[config.mk]
export PLATFORM = sky130hd
export DESIGN_NAME = fp_multiply_latency_unit
export DESIGN_NICKNAME = d
export VERILOG_FILES = /design/src/design/fpml_pkg.sv /design/src/design/fpml_round.sv /design/src/design/fp_multiply_latency_unit.sv
export SDC_FILE = /design/constraint.sdc
export NUM_CORES = 2
export LEC_CHECK = 0
export ABC_AREA = 1
export BUFFER_PORTS_ARGS = -buffer_cell sky130_fd_sc_hd__buf_2
export CELL_PAD_IN_SITES_DETAIL_PLACEMENT = 1
export CELL_PAD_IN_SITES_GLOBAL_PLACEMENT = 1
export CORE_AREA = 2 2 396 398
export CTS_CLUSTER_SIZE = 20
export DETAILED_ROUTE_END_ITERATION = 10
export DIE_AREA = 0 0 398 400
export PLACE_DENSITY_LB_ADDON = 0.08
export SLEW_MARGIN = 20
export SYNTH_ARGS = -nofsm -noshare
export SYNTH_HDL_FRONTEND = slang
export SYNTH_SLANG_ARGS = --single-unit
[constraint.sdc]
create_clock -name clk -period 23.9 [get_ports clk]
set_input_delay 0 -clock clk [delete_from_list [all_inputs] [get_ports clk]]
set_output_delay 0 -clock clk [all_outputs]
set_load 0.02 [all_outputs]
[src/design/fpml_pkg.sv]
// Shared types, constants and the binary32 multiply helpers for the fp multiply unit.
`timescale 1ns / 1ps
`default_nettype none
package fpml_pkg;
  localparam logic [31:0] QNAN = 32'h7FC00000;
  localparam logic REQ_ISSUE = 1'b0;
  localparam logic REQ_TICK = 1'b1;
  localparam logic STATUS_DONE = 1'b0;
  localparam logic STATUS_REJECT = 1'b1;

  typedef enum logic [2:0] {
    ST_IDLE,
    ST_SCAN,
    ST_PICK,
    ST_MUL,
    ST_RND
  } state_t;

  // Operand classification and normalized significand/exponent.
  typedef struct packed {
    logic        is_nan;
    logic        is_inf;
    logic        is_zero;
    logic [23:0] mant;
    logic signed [9:0] expo;
  } fop_t;

  function automatic logic [4:0] lzc23(input logic [22:0] m);
    logic [4:0] n;
    logic       hit;
    n = 5'd0;
    hit = 1'b0;
    for (int i = 22; i >= 0; i--) begin
      if (!hit && m[i]) begin
        hit = 1'b1;
      end else if (!hit) begin
        n = n + 5'd1;
      end
    end
    return n;
  endfunction

  function automatic fop_t unpack(input logic [31:0] x);
    fop_t        o;
    logic [4:0]  lz;
    o.is_nan = (x[30:23] == 8'hFF) && (x[22:0] != 23'd0);
    o.is_inf = (x[30:23] == 8'hFF) && (x[22:0] == 23'd0);
    o.is_zero = (x[30:23] == 8'd0) && (x[22:0] == 23'd0);
    lz = lzc23(x[22:0]);
    if (x[30:23] == 8'd0) begin
      o.mant = {1'b0, x[22:0]} << (lz + 5'd1);
      o.expo = 10'sd1 - $signed({5'd0, lz}) - 10'sd1;
    end else begin
      o.mant = {1'b1, x[22:0]};
      o.expo = $signed({2'b00, x[30:23]});
    end
    return o;
  endfunction
endpackage
`default_nettype wire

[src/design/fpml_round.sv]
// Normalize, underflow-shift and round a registered 48-bit significand product.
`timescale 1ns / 1ps
`default_nettype none
module fpml_round (
  input  wire logic              sign,
  input  wire logic [47:0]       prod,
  input  wire logic signed [10:0] expo_sum,
  output logic [31:0]            result
);
  import fpml_pkg::*;
  logic [47:0]        p;
  logic signed [10:0] e;
  logic [10:0]        sh;
  logic [47:0]        ps;
  logic [47:0]        lost_mask;
  logic [23:0]        m;
  logic [23:0]        rem;
  logic [31:0]        bits;
  logic [24:0]        mr;

  always_comb begin
    if (prod[47]) begin
      p = prod;
      e = expo_sum + 11'sd1;
    end else begin
      p = prod << 1;
      e = expo_sum;
    end
    ps = p;
    sh = 11'd0;
    lost_mask = '0;
    if (e < 11'sd1) begin
      sh = 11'(11'sd1 - e);
      if (sh >= 11'd48) begin
        ps = {47'd0, (p != 48'd0)};
      end else begin
        lost_mask = (48'd1 << sh[5:0]) - 48'd1;
        ps = (p >> sh[5:0]) | {47'd0, ((p & lost_mask) != 48'd0)};
      end
    end
    m = ps[47:24];
    rem = ps[23:0];
    mr = {1'b0, m};
    if (rem > 24'h800000 || (rem == 24'h800000 && m[0])) begin
      mr = mr + 25'd1;
    end
    bits = '0;
    result = {sign, 31'd0};
    if (e >= 11'sd255) begin
      result = {sign, 31'h7F800000};
    end else begin
      bits = {(e < 11'sd1) ? 9'd0 : 9'(e - 11'sd1), 23'd0} + {7'd0, mr};
      if (bits >= 32'h7F800000) begin
        result = {sign, 31'h7F800000};
      end else begin
        result = {sign, bits[30:0]};
      end
    end
  end
endmodule
`default_nettype wire

[src/design/fp_multiply_latency_unit.sv]
// Top level of the slot-based binary32 multiply unit with configurable latency.
`timescale 1ns / 1ps
`default_nettype none
// An item is taken at a clock edge with start high and busy low. An issue (in_req_type 0)
// looks for a slot holding the same tag, else the lowest free slot, and loads it with the
// factors and a countdown from the latency register; with no slot it gives one rejection
// result. A tick (in_req_type 1) counts every busy slot down and delivers the slots that
// reach zero in ascending tag order. Every item first walks the slot memory one entry a
// cycle through its registered read. A tick then takes each finishing slot through pick
// and read, multiply and round, as one 24x24 multiplier serves them in turn. Each result
// sits on the out_ ports for exactly one cycle with out_valid high and cannot be stalled
// by the receiver. Results leave through an output register, in the cycle after the step
// that makes them, so busy is already low while the final result of an item is shown and
// the next start may be taken in that cycle. Write the latency register only while the
// unit is idle.
module fp_multiply_latency_unit #(
  parameter int SLOTS = 8,
  parameter int TAG_BITS = 6
) (
  input  wire logic                clk,
  input  wire logic                rst_n,
  input  wire logic                start,
  output logic                     busy,
  input  wire logic                in_req_type,
  input  wire logic [TAG_BITS-1:0] in_tag,
  input  wire logic [31:0]         in_operand_a,
  input  wire logic [31:0]         in_operand_b,
  input  wire logic                cfg_we,
  input  wire logic [5:0]          cfg_wdata,
  output logic                     out_valid,
  output logic                     out_status,
  output logic [5:0]               out_done_tag,
  output logic [31:0]              out_product,
  output logic                     out_last
);
  import fpml_pkg::*;
  localparam int SW = (SLOTS > 1) ? $clog2(SLOTS) : 1;
  localparam int CW = $clog2(SLOTS + 1);
  localparam int EW = TAG_BITS + 64 + 6;

  // Slot memory: tag, factors, countdown. Busy bits and done bits are flip-flops.
  logic [EW-1:0]     mem [SLOTS];
  logic [EW-1:0]     rd_data_r;
  logic [SW-1:0]     rd_addr;
  logic              wr_en;
  logic [SW-1:0]     wr_addr;
  logic [EW-1:0]     wr_data;

  logic [SLOTS-1:0]  busy_r, busy_nxt;
  logic [SLOTS-1:0]  done_r, done_nxt;
  logic [TAG_BITS-1:0] stag_r [SLOTS];
  logic [TAG_BITS-1:0] stag_nxt [SLOTS];

  state_t            state_r, state_nxt;
  logic [CW-1:0]     cnt_r, cnt_nxt;
  logic              type_r, type_nxt;
  logic [TAG_BITS-1:0] tag_r, tag_nxt;
  logic [31:0]       a_r, a_nxt, b_r, b_nxt;
  logic [5:0]        lat_r;
  logic [SW-1:0]     hit_r, hit_nxt;
  logic              hit_v_r, hit_v_nxt;
  logic [SW-1:0]     free_r, free_nxt;
  logic              free_v_r, free_v_nxt;
  logic [SW-1:0]     pick;
  logic [TAG_BITS-1:0] best;
  logic              bfound;

  // Multiply path registers.
  logic              sp_r;
  logic [47:0]       prod_r;
  logic signed [10:0] esum_r;
  logic              spec_r;
  logic [31:0]       spec_val_r;
  logic [TAG_BITS-1:0] otag_r;
  logic              olast_r;
  logic [31:0]       rnd_val;

  // Output register.
  logic              ov_r, ov_nxt, os_r, os_nxt, ol_r, ol_nxt;
  logic [5:0]        ot_r, ot_nxt;
  logic [31:0]       op_r, op_nxt;

  // Scan index from the counter.
  logic [SW-1:0]     scan_idx;
  logic [SW-1:0]     prev_idx;
  logic [5:0]        cd_dec;
  assign scan_idx = SW'(cnt_r);
  assign prev_idx = SW'(cnt_r - CW'(1));
  assign cd_dec = rd_data_r[5:0] - 6'd1;

  always_ff @(posedge clk) begin
    if (!rst_n) begin
      lat_r <= 6'd4;
    end else if (cfg_we) begin
      lat_r <= cfg_wdata;
    end
  end

  // Memory read/write ports.
  always_ff @(posedge clk) begin
    if (wr_en) begin
      mem[wr_addr] <= wr_data;
    end
    rd_data_r <= mem[rd_addr];
  end

  // Pick the lowest-tag done slot; slot tags are kept in a flop copy for this.
  always_comb begin
    best = '1;
    bfound = 1'b0;
    pick = '0;
    for (int i = 0; i < SLOTS; i++) begin
      if (done_r[i] && (!bfound || stag_r[i] < best)) begin
        best = stag_r[i];
        pick = SW'(i);
        bfound = 1'b1;
      end
    end
  end

  always_comb begin
    state_nxt = state_r;
    case (state_r)
      ST_IDLE: if (start) state_nxt = ST_SCAN;
      ST_SCAN: begin
        if (cnt_r == CW'(SLOTS)) begin
          if (type_r == REQ_TICK) begin
            state_nxt = (done_nxt != '0) ? ST_PICK : ST_IDLE;
          end else begin
            state_nxt = ST_IDLE;
          end
        end
      end
      ST_PICK: state_nxt = ST_MUL;
      ST_MUL:  state_nxt = ST_RND;
      ST_RND:  state_nxt = (done_r != '0) ? ST_PICK : ST_IDLE;
      default: state_nxt = ST_IDLE;
    endcase
  end

  always_comb begin
    cnt_nxt = cnt_r;
    type_nxt = type_r;
    tag_nxt = tag_r;
    a_nxt = a_r;
    b_nxt = b_r;
    busy_nxt = busy_r;
    done_nxt = done_r;
    hit_nxt = hit_r;
    hit_v_nxt = hit_v_r;
    free_nxt = free_r;
    free_v_nxt = free_v_r;
    for (int i = 0; i < SLOTS; i++) stag_nxt[i] = stag_r[i];
    rd_addr = scan_idx;
    wr_en = 1'b0;
    wr_addr = prev_idx;
    wr_data = rd_data_r;
    ov_nxt = 1'b0;
    os_nxt = STATUS_DONE;
    ot_nxt = '0;
    op_nxt = '0;
    ol_nxt = 1'b0;
    case (state_r)
      ST_IDLE: begin
        if (start) begin
          cnt_nxt = '0;
          type_nxt = in_req_type;
          tag_nxt = in_tag;
          a_nxt = in_operand_a;
          b_nxt = in_operand_b;
          hit_v_nxt = 1'b0;
          free_v_nxt = 1'b0;
          done_nxt = '0;
        end
      end
      ST_SCAN: begin
        cnt_nxt = cnt_r + CW'(1);
        // Entry cnt_r-1 read data is valid now; decrement busy slots on tick.
        if (cnt_r != '0) begin
          if (type_r == REQ_TICK) begin
            if (busy_r[prev_idx]) begin
              wr_en = 1'b1;
              wr_data = {rd_data_r[EW-1:6], cd_dec};
              if (cd_dec == 6'd0) done_nxt[prev_idx] = 1'b1;
            end
          end else begin
            if (busy_r[prev_idx] && stag_r[prev_idx] == tag_r && !hit_v_r) begin
              hit_v_nxt = 1'b1;
              hit_nxt = prev_idx;
            end
            if (!busy_r[prev_idx] && !free_v_r) begin
              free_v_nxt = 1'b1;
              free_nxt = prev_idx;
            end
          end
        end
        if (cnt_r == CW'(SLOTS) && type_r == REQ_ISSUE) begin
          if (hit_v_nxt || free_v_nxt) begin
            wr_en = 1'b1;
            wr_addr = hit_v_nxt ? hit_nxt : free_nxt;
            wr_data = {tag_r, a_r, b_r, (lat_r == 6'd0) ? 6'd1 : lat_r};
            busy_nxt[wr_addr] = 1'b1;
            stag_nxt[wr_addr] = tag_r;
          end else begin
            ov_nxt = 1'b1;
            os_nxt = STATUS_REJECT;
            ot_nxt = 6'(tag_r);
            ol_nxt = 1'b1;
          end
        end
      end
      ST_PICK: begin
        rd_addr = pick;
        done_nxt[pick] = 1'b0;
        busy_nxt[pick] = 1'b0;
      end
      ST_MUL: ;
      ST_RND: begin
        ov_nxt = 1'b1;
        os_nxt = STATUS_DONE;
        ot_nxt = 6'(otag_r);
        op_nxt = spec_r ? spec_val_r : rnd_val;
        ol_nxt = olast_r;
      end
      default: ;
    endcase
  end

  // Multiply stage: operands from the memory read of the picked slot.
  fop_t ua, ub;
  logic [31:0] fa, fb;
  assign fa = rd_data_r[69:38];
  assign fb = rd_data_r[37:6];
  always_comb begin
    ua = unpack(fa);
    ub = unpack(fb);
  end

  always_ff @(posedge clk) begin
    if (state_r == ST_MUL) begin
      sp_r <= fa[31] ^ fb[31];
      prod_r <= ua.mant * ub.mant;
      esum_r <= 11'(ua.expo) + 11'(ub.expo) - 11'sd127;
      otag_r <= rd_data_r[EW-1:70];
      olast_r <= (done_r == '0);
      spec_val_r <= {fa[31] ^ fb[31], 31'd0};
      spec_r <= 1'b0;
      if (ua.is_nan || ub.is_nan || (ua.is_inf && ub.is_zero) || (ub.is_inf && ua.is_zero))
      begin
        spec_r <= 1'b1;
        spec_val_r <= QNAN;
      end else if (ua.is_inf || ub.is_inf) begin
        spec_r <= 1'b1;
        spec_val_r <= {fa[31] ^ fb[31], 31'h7F800000};
      end else if (ua.is_zero || ub.is_zero) begin
        spec_r <= 1'b1;
      end
    end
  end

  fpml_round u_round (
    .sign(sp_r),
    .prod(prod_r),
    .expo_sum(esum_r),
    .result(rnd_val)
  );

  always_ff @(posedge clk) begin
    if (!rst_n) begin
      state_r <= ST_IDLE;
      busy_r <= '0;
      done_r <= '0;
      ov_r <= 1'b0;
      cnt_r <= '0;
    end else begin
      state_r <= state_nxt;
      busy_r <= busy_nxt;
      done_r <= done_nxt;
      ov_r <= ov_nxt;
      cnt_r <= cnt_nxt;
    end
  end

  always_ff @(posedge clk) begin
    type_r <= type_nxt;
    tag_r <= tag_nxt;
    a_r <= a_nxt;
    b_r <= b_nxt;
    hit_r <= hit_nxt;
    hit_v_r <= hit_v_nxt;
    free_r <= free_nxt;
    free_v_r <= free_v_nxt;
    os_r <= os_nxt;
    ot_r <= ot_nxt;
    op_r <= op_nxt;
    ol_r <= ol_nxt;
    for (int i = 0; i < SLOTS; i++) stag_r[i] <= stag_nxt[i];
  end

  assign busy = (state_r != ST_IDLE);
  assign out_valid = ov_r;
  assign out_status = os_r;
  assign out_done_tag = ot_r;
  assign out_product = op_r;
  assign out_last = ol_r;

  // A done slot is always busy.
  a_done_busy: assert property (@(posedge clk) disable iff (!rst_n)
    (done_r & ~busy_r) == '0) else $error("done slot not busy");
  // Results only come while the unit is working or just finished.
  a_out_ctx: assert property (@(posedge clk) disable iff (!rst_n)
    out_valid |-> $past(state_r) == ST_RND || $past(state_r) == ST_SCAN)
    else $error("result outside sequence");
  // A new item is only taken from idle.
  a_start: assert property (@(posedge clk) disable iff (!rst_n)
    (start && !busy) |=> state_r == ST_SCAN) else $error("start not taken");
endmodule
`default_nettype wire
==> impl_table.tex <==
\begin{tabular}{lr}
\hline
Metric & Value \\
\hline
\multicolumn{2}{l}{\textbf{Status}} \\
\quad Result of the run & complete, no violations \\
\multicolumn{2}{l}{\textbf{Worst setup path}} \\
\quad Critical Path Most Common Cell & ha\_1 \\
\quad Slowest Stage Delay on Critical Path & 0.60 ns \\
\quad WS Path Type & reg -> reg \\
\quad Signal arrival time at the worst endpoint & 22.66 ns \\
\quad Standard cell with the maximum stage delay on the critical path & ha\_2 \\
\quad Type of element capturing the critical path & flip-flop \\
\quad Kind of launch point of the worst setup path & flip-flop \\
\quad Top fanout value on the critical path & 23 \\
\quad Required time of the critical path & 24.33 ns \\
\multicolumn{2}{l}{\textbf{Floorplan}} \\
\quad Placement Rows & 145 \\
\quad Placeable core region & 155000 um2 \\
\quad Initial Util & 0.447 \\
\quad Width of the die & 398 um \\
\quad Area enclosed by the die boundary & 159000 um2 \\
\quad Die Height & 400 um \\
\quad I/O pin count & 123 \\
\multicolumn{2}{l}{\textbf{STA}} \\
\quad Final clock skew & 0.0676 ns \\
\quad Relative slew slack & 0.188 \\
\quad Sum of negative setup slack & 0 ns \\
\quad Final Hold Viols & 0 \\
\quad Worst Max-Slew Pin Slew & 1.22 ns \\
\quad Setup-violating endpoint count in the final report & 0 \\
\quad Final critical path time including I/O delays and setup & 22.23 ns \\
\quad Unrepaired setup endpoints after global routing & no \\
\quad Fraction of the cycle the final worst path needs & 0.930 \\
\quad Highest clock frequency the design can meet & 45.0 MHz \\
\quad Max Slew Vio Count & 0 \\
\multicolumn{2}{l}{\textbf{Clock network}} \\
\quad H-tree depth reported by CTS & 3 \\
\quad Total number of clock tree sinks & 952 \\
\quad Setup Fix Bufs, Post-CTS & 0 \\
\quad Clock-pin slew of the registers on the worst-case setup and hold paths & 0.06 ns \\
\quad Clk Latency, worst-skew pair & 0.74 ns \\
\quad CTS root buffer & clkbuf\_16 \\
\quad Number of buffers on the longest clock path & 3 \\
\quad Clock buffers created by TritonCTS & 106 \\
\quad TritonCTS clock tree & yes \\
\multicolumn{2}{l}{\textbf{Global routing}} \\
\quad Overall overflow remaining after global route & 0 \\
\quad Initial antenna violation count & 2 \\
\quad Vias in the first global route & 60400 \\
\quad Total Routing Usage GR & 0.293 \\
\quad Wire length of the first global-routing pass & 359 mm \\
\quad Maximum number of pins on one net before global-route repair & 163 \\
\multicolumn{2}{l}{\textbf{Detailed routing}} \\
\quad Routed WL & 233 mm \\
\quad Detailed router's first-iteration violation count & 3779 \\
\quad Vias & 57100 \\
\quad Detailed-route DRC error count & 0 \\
\quad Detail-routed via count per cell & 5.47 \\
\quad Drt first pass iters & 6 \\
\quad Average routed wire per standard cell & 22.4 um \\
\quad Remaining antenna violation count after routing & 0 \\
\multicolumn{2}{l}{\textbf{Placement}} \\
\quad Routability Congestion & 0.917 \\
\quad Number of input and output port buffers inserted & 122 \\
\quad Detailed Place HPWL & 168 mm \\
\multicolumn{2}{l}{\textbf{Logic synthesis}} \\
\quad Sequential fraction of the synthesis area & 0.391 \\
\quad Top cells by instance count after synthesis & 1652 x nand2\_1, 1244 x inv\_1, 1031 x nor2\_1 \\
\quad Share of Yosys cell area claimed by the top area cell type & 0.349 \\
\quad Post-synthesis instance total & 8116 \\
\quad Synthesized area per cell & 8.55 um2 \\
\quad Count of yosys warnings during synthesis & 0 \\
\quad Most area-hungry cell type in the Yosys netlist & edfxtp\_1 \\
\quad Leading cell type by number of instances after synthesis & nand2\_1 \\
\quad Net Count, Synth & 8974 \\
\quad Synthesized cell area & 69400 um2 \\
\quad Number of register bits inferred by synthesis & 952 \\
\quad Top FF cell, synth & edfxtp\_1 \\
\quad Synth area leaders & edfxtp\_1 35\%, fa\_1 14\%, nand2\_1 8.9\% \\
\quad Number of enable-type register cells in the synthesized netlist & 806 \\
\quad Post-synth cell types & 78 \\
\quad Async set-or-reset flop fraction in the synthesized netlist & 0 \\
\multicolumn{2}{l}{\textbf{Worst hold path}} \\
\quad Hold WC Path Type & in -> reg \\
\multicolumn{2}{l}{\textbf{Run}} \\
\quad Max-cap violations & 0 \\
\multicolumn{2}{l}{\textbf{Final layout}} \\
\quad Share of post-route cells with drive strength above 1 & 0.0778 \\
\quad Relative area change from synthesis to final layout & 11.2\% \\
\quad Final net count & 9144 \\
\hline
\end{tabular}
-- final cells by class --
cell class	count	area, um2
multi-input combinational	5510	36000
clock buffer	145	2900
clock inverter	54	500
antenna	1	2.50
timing repair inverter	2	10.0
fill	18300	77900
sequential	952	27100
timing repair buffer	389	3050
tap	2058	2570
inverter	1325	5000
-- worst max-delay path: cells and delay by family, from the launching register on --
kind	cells	cell delay [ns]
DFF	1	0.36
buffers and inverters	21	1.98
and+or+nand+nor	31	3.29
AOI/OAI and AO/OA	38	6.88
xor gates and xnor gates	1	0.11
adders and majority gates	29	9.27
-- registers in the layout (all words and copies together) (netlist names), 4 cells and up --
name / cells
a_r: 32
b_r: 32
busy_r: 8
cnt_r: 4
done_r: 8
esum_r: 11
lat_r: 6
mem: 608
otag_r: 6
out_done_tag: 6
out_product: 32
prod_r: 48
rd_data_r: 76
stag_r: 48
tag_r: 6
-- path summary, 6_finish.rpt --
path                 startpoint    endpoint  slack, ns  cells past startpoint
hold / removal           cfg_we    lat_r[4]       0.17                      4
setup reg to reg  rd_data_r[59]  prod_r[46]       1.67                    120
hold reg to reg   rd_data_r[74]   otag_r[4]       0.44                      0
setup / recovery  rd_data_r[59]  prod_r[46]       1.67                    120
-- layer usage --
| metal | track usage | share of wire | up-vias | routed length [um] |
|---|---|---|---|---|
| met4 | 0.0820 | 0.029 | 0 | 6870 |
| met3 | 0.0311 | 0.043 | 362 | 10000 |
| li1 | - | - | 26500 | - |
| met5 | 0 | 0 | - | 0 |
| met1 | 0.393 | 0.44 | 28800 | 103000 |
| met2 | 0.504 | 0.48 | 1367 | 113000 |
-- cells in the final DEF (no fill, tap or decap), drive strengths merged, types with 47 or more instances in the layout --
master and n:
xnor2 61, dlygate4sd3 169, nor2 1082, inv 1325, edfxtp 806, o21ai 880, buf 220, ha 293
nand3 235, dfxtp 146, nand2 1683, a21oi 175, clkinv 47, xor2 91, o22ai 133, clkbuf 145
fa 484, nor3 81, nand4 83
-- cell families (layout without fill, tap and decap cells) --
family,after synthesis,after routing,share of synthesized area
muxes,17,17,0.00245
xor gates and xnor gates,152,152,0.0199
other,0,1,0
DFF,952,952,0.391
buffers and inverters,1655,1915,0.0932
adders and majority gates,777,777,0.192
and+or+nand+nor,3232,3232,0.194
AOI/OAI and AO/OA,1331,1332,0.107
-- through the flow --
step	hold slack (ns)	cells	cell area, um2	setup WS (ns)	utilization
2_1_floorplan	0.0989	8116	69400	4.60	-
3_3_place_gp	0.177	10100	72000	1.97	0.464
3_5_place_dp	0.178	10100	72000	1.42	0.464
4_1_cts	0.0855	10400	77100	1.32	0.497
5_1_grt	0.193	10400	77200	0.0448	0.498
6_report	0.171	10400	77200	1.67	0.498
-- timing repair --
action	4_1_cts	5_1_grt
endpoints found under the hold margin	122	0
setup endpoints to repair	0	6
resized for setup	0	11
hold buffers	169	0
Power is left out: the tool's default activity adds up to more than one toggle a clock period on the data nets, which glitch-free logic cannot reach.
